[src/rtl/bqf_pkg.sv]
// Shared types, widths and microcode codes for the biquad filter.
package bqf_pkg;

  // Field and datapath widths
  localparam int SAMPLE_W   = 24;
  localparam int COEF_W     = 32;
  localparam int STATE_W    = 56;
  localparam int STATE_FRAC = 46;

  // Product is shifted down to the state grid
  localparam int PROD_W  = SAMPLE_W + COEF_W;
  localparam int PROD_SH = (SAMPLE_W - 1) + (COEF_W - 2) - STATE_FRAC;
  localparam int PQ_W    = PROD_W - PROD_SH;

  // Accumulator, one more bit for a subtract, and output rounding
  localparam int ACC_W  = STATE_W + 1;
  localparam int SUM_W  = ACC_W + 1;
  localparam int RND_SH = STATE_FRAC - (SAMPLE_W - 1);
  localparam int RS_W   = SUM_W - RND_SH;

  // Stream payload widths, padded to whole bytes
  localparam int IN_TDATA_W  = ((SAMPLE_W + 7) / 8) * 8;
  localparam int OUT_TDATA_W = ((SAMPLE_W + 7) / 8) * 8;
  localparam int OUT_TUSER_W = 1;

  // Configuration port
  localparam int CFG_IDX_W  = 3;
  localparam int CFG_DATA_W = COEF_W;
  localparam logic [CFG_IDX_W-1:0] REG_B0 = CFG_IDX_W'(0);
  localparam logic [CFG_IDX_W-1:0] REG_B1 = CFG_IDX_W'(1);
  localparam logic [CFG_IDX_W-1:0] REG_B2 = CFG_IDX_W'(2);
  localparam logic [CFG_IDX_W-1:0] REG_A1 = CFG_IDX_W'(3);
  localparam logic [CFG_IDX_W-1:0] REG_A2 = CFG_IDX_W'(4);
  localparam logic signed [COEF_W-1:0] B0_RESET = COEF_W'(1) <<< (COEF_W - 2);

  // Microprogram steps
  localparam int STEP_W = 3;
  localparam logic [STEP_W-1:0] STEP_IDLE = STEP_W'(0);
  localparam logic [STEP_W-1:0] STEP_B1   = STEP_W'(1);
  localparam logic [STEP_W-1:0] STEP_OUT  = STEP_W'(2);
  localparam logic [STEP_W-1:0] STEP_A1   = STEP_W'(3);
  localparam logic [STEP_W-1:0] STEP_A2   = STEP_W'(4);
  localparam logic [STEP_W-1:0] STEP_Z2   = STEP_W'(5);

  typedef enum logic [1:0] {
    COND_ALWAYS   = 2'd0,
    COND_IN_VALID = 2'd1,
    COND_OUT_FREE = 2'd2
  } cond_e;

  typedef enum logic [1:0] {
    SMP_IN = 2'd0,
    SMP_X  = 2'd1,
    SMP_Y  = 2'd2
  } smp_sel_e;

  typedef enum logic [2:0] {
    CF_B0 = 3'd0,
    CF_B1 = 3'd1,
    CF_B2 = 3'd2,
    CF_A1 = 3'd3,
    CF_A2 = 3'd4
  } coef_sel_e;

  typedef enum logic [1:0] {
    ACC_HOLD = 2'd0,
    ACC_P_Z1 = 2'd1,
    ACC_P_Z2 = 2'd2
  } acc_op_e;

  typedef enum logic {
    Z1_HOLD    = 1'b0,
    Z1_ACC_SUB = 1'b1
  } z1_op_e;

  typedef enum logic [1:0] {
    Z2_HOLD   = 2'd0,
    Z2_LOAD_P = 2'd1,
    Z2_SUB_P  = 2'd2
  } z2_op_e;

  // One microcode word
  typedef struct packed {
    cond_e             cond;
    logic              jump;
    logic [STEP_W-1:0] target;
    smp_sel_e          smp_sel;
    coef_sel_e         coef_sel;
    acc_op_e           acc_op;
    z1_op_e            z1_op;
    z2_op_e            z2_op;
    logic              x_load;
    logic              y_load;
  } ucode_t;

  // Datapath controls for the current step
  typedef struct packed {
    logic      en;
    smp_sel_e  smp_sel;
    coef_sel_e coef_sel;
    acc_op_e   acc_op;
    z1_op_e    z1_op;
    z2_op_e    z2_op;
    logic      x_load;
    logic      y_load;
  } ctl_t;

  // Handshake status seen by the sequencer
  typedef struct packed {
    logic in_valid;
    logic out_free;
  } stat_t;

endpackage

[src/rtl/biquad_tdf2_filter.sv]
// Top level of the transposed direct form II biquad section.
//
// Usage:
//   Samples enter on the slave stream (signed Q1.23 in s_axis_tdata[23:0]),
//   one accepted per transaction. Each produces one result on the master
//   stream: the rounded, saturated sample in m_axis_tdata[23:0] and the
//   clip flag in m_axis_tuser[0].
//   Coefficients b0, b1, b2, a1, a2 (signed Q2.30) are written through the
//   cfg port at indexes 0 to 4 while the filter is idle; other indexes are
//   ignored.
//   m_axis_tvalid rises once the sample has passed the product, accumulator
//   and output registers. The six-step microprogram runs all five products
//   through one shared 24x32 multiplier.
//   A new sample is taken only in the first step, while a finished result
//   may still wait in the output register.
//   Reset clears both delay states, sets b0 to 1.0 and the others to zero,
//   and empties the output register.
//   Receiver stall: the result register holds its value; the program waits
//   at its output step only if the previous result has not been taken yet.
module biquad_tdf2_filter (
  input  logic                                   clk_i,
  input  logic                                   rst_ni,
  // config write port
  input  logic                                   cfg_we_i,
  input  logic [bqf_pkg::CFG_IDX_W-1:0]          cfg_idx_i,
  input  logic [bqf_pkg::CFG_DATA_W-1:0]         cfg_data_i,
  // input stream
  input  logic                                   s_axis_tvalid,
  output logic                                   s_axis_tready,
  input  logic [bqf_pkg::IN_TDATA_W-1:0]         s_axis_tdata,  // [23:0] sample_in
  // output stream
  output logic                                   m_axis_tvalid,
  input  logic                                   m_axis_tready,
  output logic [bqf_pkg::OUT_TDATA_W-1:0]        m_axis_tdata,  // [23:0] sample_out
  output logic [bqf_pkg::OUT_TUSER_W-1:0]        m_axis_tuser   // [0] clipped
);
  import bqf_pkg::*;

  ctl_t                       ctl;
  stat_t                      stat;
  logic signed [SAMPLE_W-1:0] out_sample;
  logic                       out_clip;

  bqf_sequencer u_seq (
    .clk_i      (clk_i),
    .rst_ni     (rst_ni),
    .stat_i     (stat),
    .ctl_o      (ctl),
    .in_ready_o (s_axis_tready)
  );

  bqf_datapath u_dp (
    .clk_i        (clk_i),
    .rst_ni       (rst_ni),
    .ctl_i        (ctl),
    .stat_o       (stat),
    .cfg_we_i     (cfg_we_i),
    .cfg_idx_i    (cfg_idx_i),
    .cfg_data_i   (cfg_data_i),
    .in_valid_i   (s_axis_tvalid),
    .in_sample_i  (s_axis_tdata[SAMPLE_W-1:0]),
    .out_valid_o  (m_axis_tvalid),
    .out_ready_i  (m_axis_tready),
    .out_sample_o (out_sample),
    .out_clip_o   (out_clip)
  );

  // Pack the output payload
  assign m_axis_tdata = OUT_TDATA_W'(unsigned'(out_sample));
  assign m_axis_tuser = OUT_TUSER_W'(out_clip);

endmodule

[src/rtl/bqf_sequencer.sv]
// Microcode ROM, step counter and branch logic of the biquad filter.
module bqf_sequencer (
  input  logic           clk_i,
  input  logic           rst_ni,
  input  bqf_pkg::stat_t stat_i,
  output bqf_pkg::ctl_t  ctl_o,
  output logic           in_ready_o
);
  import bqf_pkg::*;

  logic [STEP_W-1:0] step_q, step_d;
  ucode_t            uc;
  logic              go;

  // Read the control word of the current step
  always_comb begin
    uc = '{cond: COND_ALWAYS, jump: 1'b1, target: STEP_IDLE, smp_sel: SMP_X,
           coef_sel: CF_B0, acc_op: ACC_HOLD, z1_op: Z1_HOLD, z2_op: Z2_HOLD,
           x_load: 1'b0, y_load: 1'b0};
    case (step_q)
      STEP_IDLE: begin
        // wait for a sample, multiply it by b0 straight from the port
        uc.cond     = COND_IN_VALID;
        uc.jump     = 1'b0;
        uc.smp_sel  = SMP_IN;
        uc.coef_sel = CF_B0;
        uc.x_load   = 1'b1;
      end
      STEP_B1: begin
        uc.jump     = 1'b0;
        uc.acc_op   = ACC_P_Z1;
        uc.smp_sel  = SMP_X;
        uc.coef_sel = CF_B1;
      end
      STEP_OUT: begin
        // needs a free output slot to post the result
        uc.cond     = COND_OUT_FREE;
        uc.jump     = 1'b0;
        uc.y_load   = 1'b1;
        uc.acc_op   = ACC_P_Z2;
        uc.smp_sel  = SMP_X;
        uc.coef_sel = CF_B2;
      end
      STEP_A1: begin
        uc.jump     = 1'b0;
        uc.z2_op    = Z2_LOAD_P;
        uc.smp_sel  = SMP_Y;
        uc.coef_sel = CF_A1;
      end
      STEP_A2: begin
        uc.jump     = 1'b0;
        uc.z1_op    = Z1_ACC_SUB;
        uc.smp_sel  = SMP_Y;
        uc.coef_sel = CF_A2;
      end
      STEP_Z2: begin
        uc.jump   = 1'b1;
        uc.target = STEP_IDLE;
        uc.z2_op  = Z2_SUB_P;
      end
      default: begin
        uc.jump   = 1'b1;
        uc.target = STEP_IDLE;
      end
    endcase
  end

  // Evaluate the step condition
  always_comb begin
    case (uc.cond)
      COND_ALWAYS:   go = 1'b1;
      COND_IN_VALID: go = stat_i.in_valid;
      COND_OUT_FREE: go = stat_i.out_free;
      default:       go = 1'b0;
    endcase
  end

  // Advance, branch or hold the step counter
  always_comb begin
    step_d = step_q;
    if (go) begin
      step_d = uc.jump ? uc.target : step_q + STEP_W'(1);
    end
  end

  always_ff @(posedge clk_i or negedge rst_ni) begin
    if (!rst_ni) begin
      step_q <= STEP_IDLE;
    end else begin
      step_q <= step_d;
    end
  end

  assign in_ready_o = (uc.cond == COND_IN_VALID);

  assign ctl_o = '{en: go, smp_sel: uc.smp_sel, coef_sel: uc.coef_sel,
                   acc_op: uc.acc_op, z1_op: uc.z1_op, z2_op: uc.z2_op,
                   x_load: uc.x_load, y_load: uc.y_load};

endmodule

[src/rtl/bqf_datapath.sv]
// Coefficient registers, shared multiplier, accumulator, delay states and output stage.
module bqf_datapath (
  input  logic                                clk_i,
  input  logic                                rst_ni,
  input  bqf_pkg::ctl_t                       ctl_i,
  output bqf_pkg::stat_t                      stat_o,
  input  logic                                cfg_we_i,
  input  logic [bqf_pkg::CFG_IDX_W-1:0]       cfg_idx_i,
  input  logic [bqf_pkg::CFG_DATA_W-1:0]      cfg_data_i,
  input  logic                                in_valid_i,
  input  logic signed [bqf_pkg::SAMPLE_W-1:0] in_sample_i,
  output logic                                out_valid_o,
  input  logic                                out_ready_i,
  output logic signed [bqf_pkg::SAMPLE_W-1:0] out_sample_o,
  output logic                                out_clip_o
);
  import bqf_pkg::*;

  localparam logic signed [SUM_W-1:0] RND_HALF = SUM_W'(1) <<< (RND_SH - 1);
  localparam logic signed [SAMPLE_W-1:0] Y_MAX = {1'b0, {(SAMPLE_W-1){1'b1}}};
  localparam logic signed [SAMPLE_W-1:0] Y_MIN = {1'b1, {(SAMPLE_W-1){1'b0}}};

  logic signed [COEF_W-1:0]   b0_q, b1_q, b2_q, a1_q, a2_q;
  logic signed [SAMPLE_W-1:0] x_q, y_q;
  logic                       clip_q;
  logic                       out_valid_q, out_valid_d;
  logic signed [SAMPLE_W-1:0] mul_a;
  logic signed [COEF_W-1:0]   mul_b;
  logic signed [PROD_W-1:0]   prod_d, prod_q;
  logic signed [PQ_W-1:0]     pq;
  logic signed [ACC_W-1:0]    acc_q, acc_d;
  logic signed [STATE_W-1:0]  z1_q, z1_d, z2_q, z2_d;
  logic signed [SUM_W-1:0]    z1_sum, z2_sum, rnd;
  logic signed [RS_W-1:0]     rs;
  logic signed [SAMPLE_W-1:0] y_d;
  logic                       clip_d;

  // Clamp a wide sum to the state range
  function automatic logic signed [STATE_W-1:0] sat_state(logic signed [SUM_W-1:0] v);
    logic [SUM_W-STATE_W:0] top;
    top = v[SUM_W-1:STATE_W-1];
    if ((&top) || !(|top)) begin
      return v[STATE_W-1:0];
    end
    return v[SUM_W-1] ? {1'b1, {(STATE_W-1){1'b0}}} : {1'b0, {(STATE_W-1){1'b1}}};
  endfunction

  // Write coefficient registers
  always_ff @(posedge clk_i or negedge rst_ni) begin
    if (!rst_ni) begin
      b0_q <= B0_RESET;
      b1_q <= '0;
      b2_q <= '0;
      a1_q <= '0;
      a2_q <= '0;
    end else if (cfg_we_i) begin
      case (cfg_idx_i)
        REG_B0:  b0_q <= cfg_data_i[COEF_W-1:0];
        REG_B1:  b1_q <= cfg_data_i[COEF_W-1:0];
        REG_B2:  b2_q <= cfg_data_i[COEF_W-1:0];
        REG_A1:  a1_q <= cfg_data_i[COEF_W-1:0];
        REG_A2:  a2_q <= cfg_data_i[COEF_W-1:0];
        default: ;
      endcase
    end
  end

  // Select multiplier operands
  always_comb begin
    case (ctl_i.smp_sel)
      SMP_IN:  mul_a = in_sample_i;
      SMP_X:   mul_a = x_q;
      SMP_Y:   mul_a = y_q;
      default: mul_a = x_q;
    endcase
    case (ctl_i.coef_sel)
      CF_B0:   mul_b = b0_q;
      CF_B1:   mul_b = b1_q;
      CF_B2:   mul_b = b2_q;
      CF_A1:   mul_b = a1_q;
      CF_A2:   mul_b = a2_q;
      default: mul_b = b0_q;
    endcase
  end

  assign prod_d = mul_a * mul_b;
  // floor shift of the exact product onto the state grid
  assign pq     = prod_q[PROD_W-1:PROD_SH];

  // Accumulate and update delay states
  assign z1_sum = SUM_W'(acc_q) - SUM_W'(pq);
  assign z2_sum = SUM_W'(z2_q) - SUM_W'(pq);

  always_comb begin
    case (ctl_i.acc_op)
      ACC_HOLD: acc_d = acc_q;
      ACC_P_Z1: acc_d = ACC_W'(pq) + ACC_W'(z1_q);
      ACC_P_Z2: acc_d = ACC_W'(pq) + ACC_W'(z2_q);
      default:  acc_d = acc_q;
    endcase
    case (ctl_i.z1_op)
      Z1_HOLD:    z1_d = z1_q;
      Z1_ACC_SUB: z1_d = sat_state(z1_sum);
      default:    z1_d = z1_q;
    endcase
    case (ctl_i.z2_op)
      Z2_HOLD:   z2_d = z2_q;
      Z2_LOAD_P: z2_d = STATE_W'(pq);
      Z2_SUB_P:  z2_d = sat_state(z2_sum);
      default:   z2_d = z2_q;
    endcase
  end

  // Round half up to the sample grid, then saturate
  assign rnd = SUM_W'(acc_q) + RND_HALF;
  assign rs  = rnd[SUM_W-1:RND_SH];

  always_comb begin
    clip_d = !((&rs[RS_W-1:SAMPLE_W-1]) || !(|rs[RS_W-1:SAMPLE_W-1]));
    if (clip_d) begin
      y_d = rs[RS_W-1] ? Y_MIN : Y_MAX;
    end else begin
      y_d = rs[SAMPLE_W-1:0];
    end
  end

  // Payload registers
  always_ff @(posedge clk_i) begin
    if (ctl_i.en) begin
      prod_q <= prod_d;
      acc_q  <= acc_d;
      if (ctl_i.x_load) begin
        x_q <= in_sample_i;
      end
      if (ctl_i.y_load) begin
        y_q    <= y_d;
        clip_q <= clip_d;
      end
    end
  end

  // Delay states
  always_ff @(posedge clk_i or negedge rst_ni) begin
    if (!rst_ni) begin
      z1_q <= '0;
      z2_q <= '0;
    end else if (ctl_i.en) begin
      z1_q <= z1_d;
      z2_q <= z2_d;
    end
  end

  // Output slot: hold the result until the transaction completes
  always_comb begin
    out_valid_d = out_valid_q;
    if (ctl_i.en && ctl_i.y_load) begin
      out_valid_d = 1'b1;
    end else if (out_ready_i) begin
      out_valid_d = 1'b0;
    end
  end

  always_ff @(posedge clk_i or negedge rst_ni) begin
    if (!rst_ni) begin
      out_valid_q <= 1'b0;
    end else begin
      out_valid_q <= out_valid_d;
    end
  end

  assign stat_o       = '{in_valid: in_valid_i, out_free: !out_valid_q || out_ready_i};
  assign out_valid_o  = out_valid_q;
  assign out_sample_o = y_q;
  assign out_clip_o   = clip_q;

endmodule

[config.mk]
export PLATFORM = sky130hd
export DESIGN_NAME = biquad_tdf2_filter
export DESIGN_NICKNAME = d
export VERILOG_FILES = /design/src/rtl/bqf_pkg.sv /design/src/rtl/biquad_tdf2_filter.sv /design/src/rtl/bqf_sequencer.sv /design/src/rtl/bqf_datapath.sv
export SDC_FILE = /design/constraint.sdc
export NUM_CORES = 2
export LEC_CHECK = 0
export BUFFER_PORTS_ARGS = -buffer_cell sky130_fd_sc_hd__buf_2
export CORE_MARGIN = 4
export CORE_UTILIZATION = 65
export DETAILED_ROUTE_END_ITERATION = 10
export HOLD_SLACK_MARGIN = 0.1
export PLACE_DENSITY = 0.82
export SYNTH_ARGS = -nofsm -noshare
export SYNTH_HDL_FRONTEND = slang
export SYNTH_SLANG_ARGS = --single-unit
[constraint.sdc]
create_clock -name clk_i -period 26.2 [get_ports clk_i]
set_clock_uncertainty 0.15 [all_clocks]
set_input_delay 2.62 -clock clk_i [delete_from_list [all_inputs] [get_ports clk_i]]
set_output_delay 2.62 -clock clk_i [all_outputs]
set_load 0.01 [all_outputs]
Yosys cells after proc, flatten, opt, wreduce, memory -nomap -nowiden

Cells that the tools add are included.

Equal/unequal tests: 20
Reductions and logical operators: 34
Multiply operators: 1
Multiplexer cells: 28
Add/subtract/negate cells: 6

Operators by type and width:

| operator                                       | number |
|---|---|
| 2-to-1 mux 56 bit                              | 7 |
| case mux 32 bit (4 select lines)               | 1 |
| adder 49 x 56 -> 57 bit                        | 2 |
| case mux 57 bit (2 select lines)               | 1 |
| case mux 56 bit (2 select lines)               | 1 |
| adder 57 x 24 -> 58 bit, second input constant | 1 |
| subtractor 57 x 49 -> 58 bit                   | 1 |
| subtractor 56 x 49 -> 57 bit                   | 1 |
| multiplier 24 x 32 -> 56 bit                   | 1 |
| 2-to-1 mux 24 bit                              | 2 |
| case mux 24 bit (2 select lines)               | 1 |
| case mux 5 bit (5 select lines)                | 1 |
| AND reduction 2 bit                            | 10 |
| == test 3 x 2 -> 1 bit, second input constant  | 6 |
| == test 3 bit, second input constant           | 4 |
| case mux 2 bit (2 select lines)                | 3 |
| AND reduction 12 bit                           | 1 |
| OR reduction 12 bit                            | 1 |
| == test 3 x 1 -> 1 bit, second input constant  | 3 |
| 2-to-1 mux 1 bit                               | 9 |
| == test 2 bit, second input constant           | 4 |
| == test 2 x 1 -> 1 bit, second input constant  | 3 |
| zero test 3 bit                                | 2 |
| AND reduction 3 bit                            | 2 |
| 10 further kinds                               | 21 |

Register bits after elaboration: 438
Output and inout bits: 27

Longest topological paths before layout

Depth in word-level cells: 8
Depth in mapped cells: 40
Gate-level depth less buffers: 34

Hierarchy

From an unflattened synthesis, not the netlist that was laid out.

Cells, all modules: 5687
Area, all modules: 53721.5 sq um

Modules (own cells, without submodules):

| module        | sequential area each (sq um) | instances | area each (sq um) | cells each |
|---|---|---|---|---|
| bqf_datapath  | 11487.3                      | 1         | 53356.2           | 5642 |
| bqf_sequencer | 75.1                         | 1         | 365.4             | 45 |

Least setup slack after synthesis

OpenSTA, ideal clock, no wires.

Path kind: input -> register
From: input port s_axis_tdata[1] (netlist name)
To: register u_dp.prod_q[49] (data pin)
Required time: 25785 ps
Arrival time: 9529 ps
Stages on the path: 29
Library setup time: 265 ps
Setup slack: 16255 ps
Cells stage by stage: mux2i_1 nor2_1 a21oi_1 clkbuf_1 nor2_1 fa_1 inv_1 fa_1 fa_1 fa_1 inv_1 fa_1 fa_1 inv_1 fa_1 inv_1 ha_1 a21oi_1 o21bai_1 a21oi_1 o21ai_0 a221o_1 a21oi_1 nor2_1 a211oi_1 o31ai_1 a31oi_1 o21ai_0 xor2_1

Word-level cells in the longest chain between the ends: 2

RTL lines:

| what                             | line                     | source |
|---|---|---|
| start: declaration               | biquad_tdf2_filter.sv:30 | `input logic [bqf_pkg::IN_TDATA_W-1:0] s_axis_tdata,` |
| case mux 24 bit (2 select lines) | bqf_datapath.sv:70       | `case (ctl_i.smp_sel)` |
| multiplier 24 x 32 -> 56 bit     | bqf_datapath.sv:86       | `assign prod_d = mul_a * mul_b;` |
| net u_dp.prod_d[49]              | bqf_datapath.sv:29       | `logic signed [PROD_W-1:0] prod_d, prod_q;` |
| end signal: assignment           | bqf_datapath.sv:130      | `prod_q <= prod_d;` |
| end: declaration                 | bqf_datapath.sv:29       |  |

The timed path passes the listed nets, and every way through them passes these cells.
A chain may end at the register's enable or synchronous reset.

Worst setup path in the final report

From: register u_seq.step_q[2]
To: register u_dp.prod_q[49] (data pin)

Word-level cells in the longest chain between the ends: 5

RTL lines:

| what                                                                                 | line                                   | source |
|---|---|---|
| start: declaration                                                                   | bqf_sequencer.sv:11                    | `logic [STEP_W-1:0] step_q, step_d;` |
| start signal: assignment                                                             | bqf_sequencer.sv:90                    | `step_q <= step_d;` |
| == test 3 bit, or another cell as far along                                          | bqf_sequencer.sv:20                    | `case (step_q)` |
| case mux 5 bit (5 select lines) *                                                    | bqf_sequencer.sv:20                    |  |
| == test 3 bit, or another cell as far along                                          | bqf_datapath.sv:76                     | `case (ctl_i.coef_sel)` |
| case mux 32 bit (4 select lines) or case mux 24 bit (2 select lines) (tied branches) | bqf_datapath.sv:76, bqf_datapath.sv:70 |  |
| multiplier 24 x 32 -> 56 bit *                                                       | bqf_datapath.sv:86                     |  |
| net u_dp.prod_d[49]                                                                  | bqf_datapath.sv:29                     |  |

The timed path passes the listed nets; every way through them passes the cells marked *.

==> flow_summary.yaml <==
clock_network:
  clock_latency_ns: 0.66
  cts_max_path_buffers: 3
  cts.hold.buffers_added: 0
  post_cts_resized: 0
  clk_pin_slew_worst_paths_ns: 0.06
  cts-htree-levels: 2
  numCtsBuffers: 50
  cts_setup_buffers: 0
  cts_sinks: 431
  tritoncts: "done"
  root_buffer: "clkbuf_16"
global_route:
  grt-ovfl-total: 0
  antenna_found_initial: 1
  grt_use_total: 0.3579
  grt_max_degree: 82
  grt_pass1_vias: 45210
  grt_pass1_wl_mm: 248.9
routing:
  ant_nets: 0
  via_per_inst: 6.290
  wl_mm: 157.2
  dr.pass1.iters: 6
  dr_total_vias: 43190
  first_iter_violations: 4178
  drc: 0
  wl_per_cell_um: 22.90
sta:
  tightest_slew_ns: 1.399
  setup_tns_ns: 0
  fin_crit_ns: 10.92
  rsz0062_at_grt: "false"
  max_slew_margin: 0.04304
  slew_viol_final: 0
  finalSetupViolations: 0
  min_period_over_period: 0.4166
  hold_violations: 0
  fmaxAchievable_mhz: 91.61
setup_path:
  cpMostUsedCell: "fa_1"
  crit-reg2reg-launch: "u_seq.step_q[2]"
  r2r-end: "u_dp.prod_q[49]"
  critPathKind: "flop to flop"
  worstRegToRegCells: 31
  slowest_delay_ns: 1.05
  rrSetupSlack_ns: 15.28
  crit_slowest_cell: "a221o_1"
  start_kind: "flop"
  crit_arrival_ns: 11.17
  cp.required_ns: 26.45
  critical_path.max_fanout: 60
  cp-end-kind: "flop"
floorplanning:
  ios: 91
  die_h_um: 296.8
  core_sq_mm: 0.08237
  fp.dieW_um: 296.8
  start_util: 0.6581
  core.rowCount: 105
  dieArea_sq_mm: 0.08808
placement:
  gp_congestion: 0.9974
  io_buffers: 90
  dp_hpwl_mm: 122.4
  place_inst: 6771
logic_synthesis:
  synthTopCellsByCount: "inv_1, fa_1, nand2_1, nor2_1, ha_1"
  post_synth_num_cell_types: 92
  synthesis.area_sq_mm: 0.05421
  netlist.area_leader.share: 0.2899
  yosys_warnings: 0
  ys_async_sr_fraction: 0.6404
  synthFlopType: "dfrtp_1"
  synth-edff-count: 155
  synth.net_count: 6966
  avgSynthCellArea_sq_um: 9.356
  yosysSeqAreaShare: 0.2133
  ys_ff_latch: 431
  netlist_instances: 5794
  synth_top_cell_by_area: "fa_1"
  synth.most_common_cell: "inv_1"
  yosys-top-cells-area: "fa_1, dfrtp_1, edfxtp_1, ha_1, inv_1"
final_layout:
  drive_gt1_frac: 0.09819
  areaGrowthSynthToFinish_pct: 6.052
  final_cells: 6866
  nNetsFinal: 6925
hold_path:
  min-delay-start: "u_dp.z1_q[55]"
  whs_endpoint: "u_dp.z1_q[55]"
  min-delay-path-class: "flop to flop"
  hold_depth: 2
outcome:
  status: "complete, no violations"
run:
  maxCapViolCount: 0
==> layout by cell type (no fill, tap or decap), types with 12 or more instances in the layout <==
cell       count
o21ai_0      136
nor3_1        29
and2_1        31
o211ai_1      12
mux2_2       216
edfxtp_1     155
mux2i_1       27
a31oi_1       26
a221o_1       37
nand3_1       60
nor2b_1       26
nand4_1       38
or2_2         12
a211oi_1      15
fa_1         785
o22ai_1       18
or3_1         14
nand2_1      671
a21oi_2       27
o21a_1        68
o21ai_1       16
a21o_1       142
ha_1         322
xnor2_1      149
dfrtp_1      275
clkbuf_1      16
buf_4         87
a221oi_1      68
clkbuf_16     50
o21ai_2       12
a22oi_1       31
nand2b_1      37
buf_2         89
nor2_1       610
inv_1        880
a21oi_1      260
and3_1        41
xor2_1        85
a21boi_0      12
o21bai_1      32
==> cell families after synthesis <==
family,share of synthesized area
buffers and inverters,0.08094
muxes,0.05027
adders and majority gates,0.3644
and+or+nand+nor,0.1257
AOI/OAI and AO/OA,0.1276
xor gates and xnor gates,0.03781
DFF,0.2133
==> metal layers <==
layer  up-vias  track usage  routed length (um)
li1      18800            -                   -
met5         -            0                   0
met1     21300       0.4632               59290
met3       546      0.09312               18190
met2      2536       0.5568               69680
met4         0       0.1932               10050
==> how the worst max path moves through the flow <==
stage	from	end	slack [ns]	cells after the start
2_1_floorplan	s_axis_tdata[1]	u_dp.prod_q[49]	16.26	29
3_3_place_gp	s_axis_tdata[22]	u_dp.prod_q[49]	15.36	24
3_5_place_dp	s_axis_tdata[0]	u_dp.prod_q[55]	15.25	28
4_1_cts	u_seq.step_q[2]	u_dp.prod_q[49]	15.49	31
5_1_grt	u_seq.step_q[2]	u_dp.prod_q[49]	14.75	31
6_report	u_seq.step_q[2]	u_dp.prod_q[49]	15.28	31
==> worst max-delay path: cells and delay by family (launching register included) <==
kind	cells	cell delay, ns
AO/OA/AOI/OAI	12	3.35
XOR/XNOR	1	0.15
adder cells (fa/ha/maj)	9	4.39
buffers and inverters	5	1.00
flip-flops	1	0.71
AND/OR/NAND/NOR	4	0.87
==> final cells by class <==
class	count	area, sq um
multi-input combinational	4211	38480
fill	6054	24880
sequential	431	11560
inverter	882	3311
clock buffer	72	1394
tap	1070	1339
timing repair buffer	177	1114
clock inverter	22	289.0
antenna	1	2.502
==> sequential cells by signal (all words and copies together) (netlist names) <==
register	cells
u_dp.x_q	24
u_dp.out_clip_o	1
u_dp.prod_q	49
u_dp.b1_q	32
u_dp.z1_q	56
u_dp.b2_q	32
u_dp.out_valid_o	1
u_seq.step_q	3
u_dp.z2_q	56
u_dp.a2_q	32
u_dp.acc_q	57
u_dp.b0_q	32
u_dp.a1_q	32
u_dp.out_sample_o	24
==> metrics by stage <==
| step | worst slack (ns) | area, sq um | utilization | hold slack, ns |
|---|---|---|---|---|
| 2_1_floorplan | 16.26 | 54210 | - | 0.2960 |
| 5_1_grt | 14.75 | 57490 | 0.6979 | 0.3537 |
| 4_1_cts | 15.49 | 57490 | 0.6979 | 0.3318 |
| 6_report | 15.28 | 57490 | 0.6979 | 0.3329 |
| 3_5_place_dp | 15.25 | 55810 | 0.6775 | 0.3185 |
| 3_3_place_gp | 15.36 | 55800 | 0.6774 | 0.3101 |
Power is left out: the tool's default activity adds up to more than one toggle a clock period on the data nets, which glitch-free logic cannot reach.
